**src/rtl/kdeq_pkg.sv**
```systemverilog
package kdeq_pkg;

	localparam int FT_W   = 7;
	localparam int LT_W   = 16;
	localparam int SP_W   = 8;
	localparam int CNT_W  = 8;
	localparam int CODE_W = 6;

	localparam int APB_ADDR_W = 4;
	localparam int APB_DATA_W = 32;

	localparam logic [FT_W-1:0]  FT_RESET  = FT_W'(5);
	localparam logic [LT_W-1:0]  LT_RESET  = LT_W'(100);
	localparam logic [SP_W-1:0]  SP_RESET  = SP_W'(10);
	localparam logic [CNT_W-1:0] CNT_RESET = CNT_W'(5 / 2);

	// register indexes (word address bits)
	localparam logic [1:0] REG_FILTER = 2'd0;
	localparam logic [1:0] REG_LONG   = 2'd1;
	localparam logic [1:0] REG_PERIOD = 2'd2;

	// events one key raises on one scan: press or release, then long press
	typedef struct packed {
		logic              ev0;
		logic [CODE_W-1:0] code0;
		logic              ev1;
		logic [CODE_W-1:0] code1;
	} lane_ev_t;

	typedef struct packed {
		logic busy;
		logic hit;
		logic overflow;
	} merge_stat_t;

endpackage

```
**src/rtl/key_debounce_event_queue.sv**
```systemverilog
// Key debounce with press, release and long-press events in a FIFO.
// Each input transaction is either a tick (tuser = 0, tdata carries one raw
// level bit per key, 1 = pressed) or a pop (tuser = 1). Every scan_period
// ticks all keys are scanned at once, one debounce lane per key, and the
// events they raise (press 3k+1, release 3k+2, long press 3k+3) are merged
// into the event FIFO in key order, one write per cycle. When the FIFO is
// full a new event is dropped and the sticky overflow bit is set; only reset
// clears it. Every input transaction returns exactly one output transaction:
// the popped event code (0 for a tick or an empty FIFO) and the overflow bit
// as it stands after the transaction. Timing: the input takes one transaction
// at a time and is ready again in the same cycle in which the result of the
// last one is loaded into the output register. A pop or a tick without scan
// waits only for that register to be free; a scanning tick first waits until
// the merge has handled every event raised, up to 2*NUM_KEYS, through the
// single FIFO write port. The result sits in an output register, so the next
// transaction is accepted while the previous result waits; a stalled output
// holds back only the completion of the following one. Registers live on the
// APB port at byte addresses 0 (filter_time), 4 (long_time) and 8 (scan_period).
module key_debounce_event_queue #(
	parameter int NUM_KEYS   = 2,
	parameter int FIFO_DEPTH = 16
) (
	input  logic                                  clk,
	input  logic                                  arst_n,
	// slave stream
	input  logic                                  s_axis_tvalid,
	output logic                                  s_axis_tready,
	input  logic [((NUM_KEYS + 7) / 8) * 8 - 1:0] s_axis_tdata,  // key_levels
	input  logic                                  s_axis_tuser,  // func
	// master stream
	output logic                                  m_axis_tvalid,
	input  logic                                  m_axis_tready,
	output logic [7:0]                            m_axis_tdata,  // event_code, overflow
	// configuration
	input  logic                                  psel,
	input  logic                                  penable,
	input  logic                                  pwrite,
	input  logic [kdeq_pkg::APB_ADDR_W-1:0]       paddr,
	input  logic [kdeq_pkg::APB_DATA_W-1:0]       pwdata,
	output logic [kdeq_pkg::APB_DATA_W-1:0]       prdata,
	output logic                                  pready
);
	import kdeq_pkg::*;

	localparam logic S_IDLE = 1'b0;
	localparam logic S_BUSY = 1'b1;

	logic [FT_W-1:0]   filter_q;
	logic [LT_W-1:0]   long_q;
	logic [SP_W-1:0]   period_q;
	logic [SP_W-1:0]   presc_q, presc_inc;
	logic              state_q;
	logic              is_pop_q;
	logic              out_valid_q;
	logic [CODE_W-1:0] out_code_q;
	logic              out_ovf_q;
	logic              in_acc, tick_acc, scan, pop, wr_en, out_free, finish;
	lane_ev_t          lane_ev [NUM_KEYS];
	merge_stat_t       mst;
	logic [CODE_W-1:0] rd_code;

	// configuration: write on the access phase, read back combinationally
	assign pready = 1'b1;
	assign wr_en  = psel && penable && pwrite && pready;

	always_ff @(posedge clk or negedge arst_n) begin
		if (!arst_n) begin
			filter_q <= FT_RESET;
			long_q   <= LT_RESET;
			period_q <= SP_RESET;
		end else if (wr_en) begin
			case (paddr[3:2])
				REG_FILTER: filter_q <= pwdata[FT_W-1:0];
				REG_LONG:   long_q   <= pwdata[LT_W-1:0];
				REG_PERIOD: period_q <= pwdata[SP_W-1:0];
				default:    ;
			endcase
		end
	end

	always_comb begin
		case (paddr[3:2])
			REG_FILTER: prdata = APB_DATA_W'(filter_q);
			REG_LONG:   prdata = APB_DATA_W'(long_q);
			REG_PERIOD: prdata = APB_DATA_W'(period_q);
			default:    prdata = '0;
		endcase
	end

	// input side: one transaction at a time
	assign s_axis_tready = (state_q == S_IDLE);
	assign in_acc        = s_axis_tvalid && s_axis_tready;
	assign tick_acc      = in_acc && !s_axis_tuser;
	assign pop           = in_acc && s_axis_tuser;

	// prescaler: advance on ticks only, scan when it reaches the period
	assign presc_inc = presc_q + 1'b1;
	assign scan      = tick_acc && (presc_inc >= period_q);

	always_ff @(posedge clk or negedge arst_n) begin
		if (!arst_n) begin
			presc_q <= '0;
		end else if (tick_acc) begin
			presc_q <= scan ? '0 : presc_inc;
		end
	end

	// one debounce lane per key, all updated on the same scan
	for (genvar k = 0; k < NUM_KEYS; k++) begin : g_lane
		kdeq_lane #(
			.KEY_IDX (k)
		) u_lane (
			.clk         (clk),
			.arst_n      (arst_n),
			.scan        (scan),
			.level       (s_axis_tdata[k]),
			.filter_time (filter_q),
			.long_time   (long_q),
			.ev          (lane_ev[k])
		);
	end

	// merge lane events into the FIFO in key order and serve pops
	kdeq_merge #(
		.NUM_KEYS   (NUM_KEYS),
		.FIFO_DEPTH (FIFO_DEPTH)
	) u_merge (
		.clk     (clk),
		.arst_n  (arst_n),
		.load    (scan),
		.ev      (lane_ev),
		.pop     (pop),
		.stat    (mst),
		.rd_code (rd_code)
	);

	// finish once the merge has drained and the output register is free
	assign out_free = !out_valid_q || m_axis_tready;
	assign finish   = (state_q == S_BUSY) && !mst.busy && out_free;

	always_ff @(posedge clk or negedge arst_n) begin
		if (!arst_n) begin
			state_q     <= S_IDLE;
			is_pop_q    <= 1'b0;
			out_valid_q <= 1'b0;
		end else begin
			if (in_acc) begin
				state_q  <= S_BUSY;
				is_pop_q <= s_axis_tuser;
			end else if (finish) begin
				state_q <= S_IDLE;
			end
			if (finish) begin
				out_valid_q <= 1'b1;
			end else if (m_axis_tready) begin
				out_valid_q <= 1'b0;
			end
		end
	end

	always_ff @(posedge clk) begin
		if (finish) begin
			out_code_q <= (is_pop_q && mst.hit) ? rd_code : '0;
			out_ovf_q  <= mst.overflow;
		end
	end

	assign m_axis_tvalid = out_valid_q;
	assign m_axis_tdata  = {1'b0, out_ovf_q, out_code_q};

`ifndef SYNTHESIS
	// no pending FIFO writes while a new transaction may be accepted
	assert property (@(posedge clk) disable iff (!arst_n)
		s_axis_tready |-> !mst.busy)
		else $error("merge still draining while input is ready");

	// overflow is sticky until reset
	assert property (@(posedge clk) disable iff (!arst_n)
		mst.overflow |=> mst.overflow)
		else $error("overflow flag cleared without reset");

	// an accepted transaction always enters the busy state
	assert property (@(posedge clk) disable iff (!arst_n)
		in_acc |=> (state_q == S_BUSY))
		else $error("accepted transaction not in progress");
`endif

endmodule

```
**src/rtl/kdeq_lane.sv**
```systemverilog
module kdeq_lane #(
	parameter int KEY_IDX = 0
) (
	input  logic                       clk,
	input  logic                       arst_n,
	input  logic                       scan,
	input  logic                       level,
	input  logic [kdeq_pkg::FT_W-1:0]  filter_time,
	input  logic [kdeq_pkg::LT_W-1:0]  long_time,
	output kdeq_pkg::lane_ev_t         ev
);
	import kdeq_pkg::*;

	localparam logic [CODE_W-1:0] CODE_PRESS   = CODE_W'(3 * KEY_IDX + 1);
	localparam logic [CODE_W-1:0] CODE_RELEASE = CODE_W'(3 * KEY_IDX + 2);
	localparam logic [CODE_W-1:0] CODE_LONG    = CODE_W'(3 * KEY_IDX + 3);

	logic [CNT_W-1:0] cnt_q, cnt_d;
	logic             pressed_q, pressed_d;
	logic [LT_W-1:0]  hold_q, hold_d;
	logic [CNT_W-1:0] ft_ext, ft_dbl;

	assign ft_ext = {1'b0, filter_time};
	assign ft_dbl = {filter_time, 1'b0};

	always_comb begin
		cnt_d     = cnt_q;
		pressed_d = pressed_q;
		hold_d    = hold_q;
		ev        = '0;
		ev.code0  = CODE_PRESS;
		ev.code1  = CODE_LONG;
		if (level) begin
			if (cnt_q < ft_ext) begin
				cnt_d = ft_ext;
			end else if (cnt_q < ft_dbl) begin
				cnt_d = cnt_q + 1'b1;
			end else begin
				if (!pressed_q) begin
					pressed_d = 1'b1;
					ev.ev0    = 1'b1;
				end
				if ((long_time != '0) && (hold_q < long_time)) begin
					hold_d = hold_q + 1'b1;
					ev.ev1 = (hold_d == long_time);
				end
			end
		end else begin
			if (cnt_q > ft_ext) begin
				cnt_d = ft_ext;
			end else if (cnt_q != '0) begin
				cnt_d = cnt_q - 1'b1;
			end else if (pressed_q) begin
				pressed_d = 1'b0;
				ev.ev0    = 1'b1;
				ev.code0  = CODE_RELEASE;
			end
			hold_d = '0;
		end
		if (!scan) begin
			ev.ev0 = 1'b0;
			ev.ev1 = 1'b0;
		end
	end

	always_ff @(posedge clk or negedge arst_n) begin
		if (!arst_n) begin
			cnt_q     <= CNT_RESET;
			pressed_q <= 1'b0;
			hold_q    <= '0;
		end else if (scan) begin
			cnt_q     <= cnt_d;
			pressed_q <= pressed_d;
			hold_q    <= hold_d;
		end
	end

endmodule

```
**src/rtl/kdeq_merge.sv**
```systemverilog
module kdeq_merge #(
	parameter int NUM_KEYS   = 2,
	parameter int FIFO_DEPTH = 16
) (
	input  logic                         clk,
	input  logic                         arst_n,
	input  logic                         load,
	input  kdeq_pkg::lane_ev_t           ev [NUM_KEYS],
	input  logic                         pop,
	output kdeq_pkg::merge_stat_t        stat,
	output logic [kdeq_pkg::CODE_W-1:0]  rd_code
);
	import kdeq_pkg::*;

	localparam int SLOTS = 2 * NUM_KEYS;
	localparam int SW    = $clog2(SLOTS);
	localparam int AW    = $clog2(FIFO_DEPTH);
	localparam int FW    = $clog2(FIFO_DEPTH + 1);

	logic [SLOTS-1:0]  pend_q;
	logic [CODE_W-1:0] code_q [SLOTS];
	logic [CODE_W-1:0] mem [FIFO_DEPTH];
	logic [AW-1:0]     wr_q, rd_q;
	logic [FW-1:0]     fill_q;
	logic              ovf_q, hit_q;
	logic [CODE_W-1:0] rd_code_q;
	logic [SW-1:0]     sel;
	logic              full, push, pop_do;

	// lowest pending slot goes first: key order, press/release before long
	always_comb begin
		sel = '0;
		for (int j = SLOTS - 1; j >= 0; j--) begin
			if (pend_q[j]) begin
				sel = SW'(j);
			end
		end
	end

	assign full   = (fill_q == FW'(FIFO_DEPTH));
	assign push   = (|pend_q) && !full;
	assign pop_do = pop && (fill_q != '0);

	always_ff @(posedge clk) begin
		if (load) begin
			for (int k = 0; k < NUM_KEYS; k++) begin
				code_q[2*k]   <= ev[k].code0;
				code_q[2*k+1] <= ev[k].code1;
			end
		end
		if (push) begin
			mem[wr_q] <= code_q[sel];
		end
		if (pop_do) begin
			rd_code_q <= mem[rd_q];
		end
	end

	always_ff @(posedge clk or negedge arst_n) begin
		if (!arst_n) begin
			pend_q <= '0;
			wr_q   <= '0;
			rd_q   <= '0;
			fill_q <= '0;
			ovf_q  <= 1'b0;
			hit_q  <= 1'b0;
		end else begin
			if (load) begin
				for (int k = 0; k < NUM_KEYS; k++) begin
					pend_q[2*k]   <= ev[k].ev0;
					pend_q[2*k+1] <= ev[k].ev1;
				end
			end else if (|pend_q) begin
				pend_q[sel] <= 1'b0;
				if (full) begin
					ovf_q <= 1'b1;
				end
			end
			if (push) begin
				wr_q   <= (wr_q == AW'(FIFO_DEPTH - 1)) ? '0 : wr_q + 1'b1;
				fill_q <= fill_q + 1'b1;
			end else if (pop_do) begin
				rd_q   <= (rd_q == AW'(FIFO_DEPTH - 1)) ? '0 : rd_q + 1'b1;
				fill_q <= fill_q - 1'b1;
			end
			if (pop) begin
				hit_q <= pop_do;
			end
		end
	end

	assign stat.busy     = |pend_q;
	assign stat.hit      = hit_q;
	assign stat.overflow = ovf_q;
	assign rd_code       = rd_code_q;

endmodule

```
**config.mk**
```make
export PLATFORM = sky130hd
export DESIGN_NAME = key_debounce_event_queue
export DESIGN_NICKNAME = d
export VERILOG_FILES = /design/src/rtl/kdeq_pkg.sv /design/src/rtl/key_debounce_event_queue.sv /design/src/rtl/kdeq_lane.sv /design/src/rtl/kdeq_merge.sv
export SDC_FILE = /design/constraint.sdc
export NUM_CORES = 1
export LEC_CHECK = 0
export ABC_AREA = 1
export BUFFER_PORTS_ARGS = -buffer_cell sky130_fd_sc_hd__buf_2
export CORE_MARGIN = 2
export CORE_UTILIZATION = 61
export CTS_BUF_LIST = sky130_fd_sc_hd__clkbuf_16
export CTS_CLUSTER_DIAMETER = 30
export DETAILED_ROUTE_END_ITERATION = 7
export PLACE_DENSITY_LB_ADDON = 0.12
export RECOVER_POWER = 100
export SLEW_MARGIN = 20
export SYNTH_ARGS = -nofsm -noshare
export SYNTH_HDL_FRONTEND = slang
export SYNTH_SLANG_ARGS = --single-unit
```
**constraint.sdc**
```tcl
create_clock -name clk -period 3 [get_ports clk]
set_clock_uncertainty 0.05 [all_clocks]
set_input_delay 0.3 -clock clk [delete_from_list [all_inputs] [get_ports clk]]
set_output_delay 0.3 -clock clk [all_outputs]
set_load 0.1 [all_outputs]
```
# [Word-level counts from Yosys, hierarchy flattened]
# Memory sizes are Yosys's and may differ from the RTL's. A register that Yosys moved wholly into a read port is not among the register bits.
# Index checks and enable logic that the tools add are counted.
[classes] reduce_logical=42 shifts=0 n_eq_ne=19 multipliers=0 muxes=74 div=0 n_addsub=11 order_cmp=11 bitwise_logic=5
[op_table] cell="16-bit 2-to-1 mux" count=8
[op_table] cell="8-bit 2-to-1 mux" count=11
[op_table] cell="16-bit one-hot mux with 3 select lines" count=1
[op_table] cell="7-bit 2-to-1 mux" count=6
[op_table] cell="1-bit 2-to-1 mux" count=35
[op_table] cell="16-bit by 1-bit adder with 16-bit output (second input constant)" count=2
[op_table] cell="16-bit equality test" count=2
[op_table] cell="16-bit less-than comparator" count=2
[op_table] cell="8-bit by 1-bit adder with 8-bit output (second input constant)" count=3
[op_table] cell="8-bit by 7-bit greater-than comparator with 1-bit output" count=2
[op_table] cell="8-bit by 7-bit less-than comparator with 1-bit output" count=2
[op_table] cell="8-bit less-than comparator" count=2
[op_table] cell="4-bit 2-to-1 mux" count=4
[op_table] cell="2-bit inequality test (second input constant)" count=8
[op_table] cell="16-bit nonzero test" count=1
[op_table] cell="8-bit nonzero test" count=2
[op_table] cell="8-bit by 1-bit subtractor with 8-bit output (second input constant)" count=2
[op_table] cell="1-bit logical AND" count=14
[op_table] cell="6-bit 2-to-1 mux" count=2
[op_table] cell="5-bit 2-to-1 mux" count=2
[op_table] cell="5-bit AND reduction" count=2
[op_table] cell="3-bit AND reduction" count=3
[op_table] cell="4-bit by 1-bit adder with 4-bit output (second input constant)" count=2
[op_table] cell="4-bit equality test (second input constant)" count=2
[op_table] cell="24 further kinds" count=42
[totals] latch_bits=0 ramBits=120 in_bits=52 n_memories=2 elab_cells=185 mem_bits_ro=0 regBits=118
[mem_list] memory="u_merge.mem" depth=16 word_bits=6 read_ports=1 rd_ports_with_merged_regs=1 wr=1 line="kdeq_merge.sv:22" rtl="logic [CODE_W-1:0] mem [FIFO_DEPTH];"
[mem_list] memory="u_merge.code_q" depth=4 word_bits=6 read_ports=1 rd_ports_with_merged_regs=0 wr=4 line="kdeq_merge.sv:21" rtl="logic [CODE_W-1:0] code_q [SLOTS];"

# [Depth between registers and ports, before layout]
[depth] depth_word=12 mapped_depth=17 depth_no_buf=16

# [Modules after synthesis]
# Synthesis repeated with hierarchy kept, for this count alone.
[hier_totals] cells_unflattened=1793 area_unflattened_um2=15063.2
[modules_own_cells] module="kdeq_merge" n_inst=1 cells_per_inst=532 area_each_um2=6138.4
[modules_own_cells] module="kdeq_lane (g_lane[1].u_lane)" n_inst=1 cells_per_inst=468 area_each_um2=3120.5
[modules_own_cells] module="kdeq_lane (g_lane[0].u_lane)" n_inst=1 cells_per_inst=474 area_each_um2=3064.2
[modules_own_cells] module="key_debounce_event_queue" n_inst=1 cells_per_inst=319 area_each_um2=2740.1

# [Worst setup path after synthesis]
# OpenSTA, ideal clock, no wires.
[synth_timing] path_type="reg2reg" from="reg presc_q[0]" to="mem u_merge.code_q[0][0], enable pin" path_buffers=1 stages_incl_launch_ff=14 setup_ps=311 synth_period_minus_slack_ps=2559 setup_slack_ps=441 t_arrival_ps=2198 path_cell_list="dfrtp_1 ha_1 nand3_1 nor3_1 xnor2_1 inv_1 ha_1 nand2_1 nor2_1 nand4_1 o2111ai_1 nand2_2 inv_2 buf_2"
[synth_rtl] item="from (decl)" line="key_debounce_event_queue.sv:51" rtl="logic [SP_W-1:0] presc_q, presc_inc;"
[synth_rtl] item="from (signal assigned)" line="key_debounce_event_queue.sv:104" rtl="presc_q <= scan ? '0 : presc_inc;"
[synth_rtl] item="to (decl)" line="kdeq_merge.sv:21"

# [Worst setup path in the final report]
[layout_timing] from="reg presc_q[0]" to="reg g_lane[0].u_lane.hold_q[6]"
[layout_via] elab_chain_len=4
[layout_rtl] item="8-bit by 1-bit adder with 8-bit output" line="key_debounce_event_queue.sv:97" rtl="assign presc_inc = presc_q + 1'b1;"
[layout_rtl] item="8-bit greater-or-equal comparator" line="key_debounce_event_queue.sv:98" rtl="assign scan = tick_acc && (presc_inc >= period_q);"
[layout_rtl] item="1-bit logical AND" line="key_debounce_event_queue.sv:98"
[layout_rtl] item="4-bit AND reduction (no source line)"
[layout_rtl] item="to (signal assigned)" line="kdeq_lane.sv:74" rtl="hold_q <= hold_d;"
[layout_rtl] item="to (decl)" line="kdeq_lane.sv:20" rtl="logic [LT_W-1:0] hold_q, hold_d;"
# No other way between the ends.
# A chain may end at the register's enable or synchronous reset.

==> results.py <==
metrics = {
    "sta": {
        "period_share_pct": 93.71,
        "fmax_ghz": 0.3557,
        "worst_pin_slew_ps": 1383,
        "slew_headroom_pct": 7.767,
        "drv_slew": 0,
        "worst_slack_ps": 188.7,
        "period_needed_ps": 2811,
        "hold_viol_final": 0,
        "setup_viol": 0,
    },
    "global_route": {
        "grt_max_degree": 53,
        "antenna_found_initial": 0,
        "grt_pass1_vias": 9365,
        "grt-ovfl-total": 0,
        "grt_usage_pct": 28.97,
        "grt_pass1_wl_um": 45840,
    },
    "clock_tree": {
        "cts_root_buffer": "clkbuf_16",
        "clk_pin_slew_ps": 70,
        "cts_tree": "built",
        "clkSinkCount": 169,
        "insertion_delay_ps": 430,
        "cts_max_path_buffers": 2,
        "cts_made_buffers": 17,
        "htree_levels": 4,
    },
    "critical_path": {
        "rr_startpoint": "presc_q[0]$_DFFE_PN0P_",
        "cp_max_fo": 12,
        "reg2reg_to": "g_lane[0].u_lane.hold_q[6]$_DFFE_PN0P_",
        "critPathArrivalTime_ps": 3130,
        "ff2ff_path_depth": 14,
        "startpoint_type": "flip-flop",
        "r2r_slack_ps": 190,
        "crit_type": "reg -> reg",
        "critPathCaptureType": "flip-flop",
        "crit_required_ps": 3320,
    },
    "synth": {
        "yosysTopAreaCellShare_pct": 22.65,
        "async_flop_share_pct": 65.68,
        "synth_flop_cell": "dfrtp_1",
        "synth.distinct_cells": 46,
        "netlist_area_um2": 11270,
        "yosys-top-cells-count": "nand2_1, nor2_1, inv_1, nand3_1, dfrtp_1",
        "synth_edf_count": 58,
        "synth_most_common_cell": "nand2_1",
        "yosys_warnings": 0,
        "postSynthRegisterBits": 169,
        "syn_inst": 1457,
        "synth_area_leaders": "dfrtp_1, edfxtp_1, nand2_1, ha_1, nor2_1",
        "yosysSeqAreaShare_pct": 40.21,
        "synth_largest_area_cell": "dfrtp_1",
        "avgSynthCellArea_um2": 7.734,
    },
    "final_layout": {
        "area_delta_synth_final_pct": 9.127,
        "seq_area_um2": 4531,
        "n_fill_cell": 1546,
        "multi_input_area_um2": 5859,
        "layout-drive-gt1-share_pct": 8.246,
        "diodes": 0,
        "nets": 1649,
    },
    "min_path": {
        "worstHoldStart": "m_axis_tready",
        "hp-class": "in -> reg",
        "hold_path_depth": 2,
        "min_to": "m_axis_tvalid$_DFFE_PN0P_",
    },
    "power": {
        "leakage_nw": 5.722,
        "p_per_area_nw_per_um2": 779.7,
        "power_mw": 9.587,
        "irDropWorstVdd_v": 0.0007329,
    },
    "run": {
        "maxCapViolations": 0,
    },
    "placement": {
        "place_ws_ps": 110.7,
        "hpwl_um": 20340,
        "port_buffers": 49,
        "gp_congestion": 0.8786,
    },
    "die": {
        "die_area_um2": 19580,
        "start_util_pct": 62.52,
        "row_count": 49,
        "core_um2": 18020,
        "pin_count": 95,
        "fp.dieW_um": 139.9,
        "fp.dieH_um": 139.9,
    },
    "routing": {
        "antenna_left": 0,
        "vias": 9948,
        "totalWireLength_um": 27840,
        "vias_per_cell": 5.662,
        "detail_route.iter0.violations": 762,
        "drtPass1Iterations": 7,
        "wl_per_cell_um": 15.85,
        "drcViolationCount": 0,
    },
    "run_status": {
        "status": "complete, no violations",
    },
}
through the flow:
step	area [um^2]	hold slack (ps)	setup TNS, ps	utilization (%)	cells
6_report	12300	14.72	0	68.22	1757
2_1_floorplan	11340	-45.59	0	-	1476
3_3_place_gp	11730	356.2	0	65.10	1723
4_1_cts	12340	7.709	0	68.44	1756
3_5_place_dp	11730	356.2	0	65.10	1723
5_1_grt	12300	16.24	-6.405	68.22	1757
power by group:
part / leakage [nW] / internal, mW / switching, mW
registers: 1.92 / 2.81 / 0.484
clock network: 0.283 / 1.25 / 1.00
logic: 3.52 / 1.30 / 2.74
critical path, cell delays in order (launching register included):
cell	delay [ps]
dfrtp_1	420
ha_1	240
nand3_1	140
xor2_1	290
inv_1	90
ha_1	280
nand2_1	40
nor2_1	120
nand4_1	100
o2111ai_1	160
nand2_2	190
inv_4	160
clkbuf_4	250
nand4_1	110
nand2_1	100
routing by layer:
metal	up-vias	routed length, um	GRT usage (%)
met5	-	0	0
met4	0	548	8.053
met3	39	1519	4.752
met2	321	13220	47.27
met1	4668	12560	40.45
li1	4920	-	-
state kept, by name (all words and copies together), names as in the netlist, 2 cells and up:
signal and count:
u_merge.mem 48, g_lane.u_lane.hold_q 32, g_lane.u_lane.cnt_q 16, long_q 16, period_q 8, presc_q 8, filter_q 7, u_merge.fill_q 5
u_merge.pend_q 4, u_merge.rd_q 4, u_merge.wr_q 4, out_code_q 3, u_merge.code_q 3, u_merge.rd_code 3, g_lane.u_lane.pressed_q 2
kinds of logic (layout without fill, tap and decap cells):
family          Yosys count  after routing  share of synthesized area (%)
compound gates          221            221                          10.83
fa+ha+maj                82             82                          9.172
other cells               2             21                        0.06665
flops                   169            169                          40.21
simple gates            716            716                          27.14
buf+inv                 220            272                          8.450
xor+xnor                 47             47                          4.142
area by class of cell:
cell class | instances | area share [%]
well taps | 229 | 2.330
multi-input cells | 1087 | 47.65
clock buffers | 17 | 3.460
repair buffers | 75 | 3.307
flip-flops and latches | 169 | 36.84
clock inverters | 15 | 1.353
inverters | 165 | 5.057
placed cells by master (no fill, tap or decap), types with 3 or more instances in the layout:
| cell | n |
|---|---|
| dfstp_2 | 8 |
| clkbuf_2 | 4 |
| nor2_2 | 7 |
| nor2_1 | 165 |
| o221ai_1 | 8 |
| buf_2 | 25 |
| inv_2 | 11 |
| o22ai_1 | 17 |
| inv_1 | 150 |
| nand4_1 | 40 |
| o21ai_1 | 20 |
| conb_1 | 21 |
| nor2_4 | 3 |
| inv_8 | 3 |
| xnor3_1 | 4 |
| nand3b_1 | 3 |
| o211ai_1 | 9 |
| or2_2 | 7 |
| xnor2_1 | 8 |
| clkinv_4 | 3 |
| clkbuf_16 | 17 |
| o21a_1 | 5 |
| buf_4 | 16 |
| nand3_1 | 104 |
| xor2_1 | 35 |
| nand2_1 | 363 |
| a21oi_1 | 54 |
| nor3_1 | 9 |
| o21ai_0 | 97 |
| a22oi_1 | 3 |
| ha_1 | 81 |
| clkbuf_1 | 26 |
| nand2_2 | 7 |
| dfrtp_1 | 102 |
| edfxtp_1 | 58 |
| clkinv_1 | 4 |
worst max-delay path by stage:
stage          slack (ps)  cells after the start                                       to              startpoint
6_report              190                     14   g_lane[0].u_lane.hold_q[6]$_DFFE_PN0P_  presc_q[0]$_DFFE_PN0P_
5_1_grt                -4                     17   g_lane[1].u_lane.hold_q[9]$_DFFE_PN0P_  presc_q[0]$_DFFE_PN0P_
4_1_cts               110                     17   g_lane[1].u_lane.hold_q[9]$_DFFE_PN0P_  presc_q[0]$_DFFE_PN0P_
3_5_place_dp          110                     17   g_lane[1].u_lane.hold_q[9]$_DFFE_PN0P_  presc_q[0]$_DFFE_PN0P_
3_3_place_gp          240                     16  g_lane[1].u_lane.hold_q[13]$_DFFE_PN0P_  presc_q[0]$_DFFE_PN0P_
2_1_floorplan         440                     13       u_merge.code_q[0][0]$_SDFFCE_PP1P_  presc_q[0]$_DFFE_PN0P_
what timing repair did:
item / CTS / global route
endpoints found under the hold margin: 47 / 0
endpoints found under the setup margin: 0 / 42
resized for setup: 0 / 7
hold buffers: 1 / 0
setup buffers: 0 / 1
Note: power is estimated with default switching activity, not from simulation.
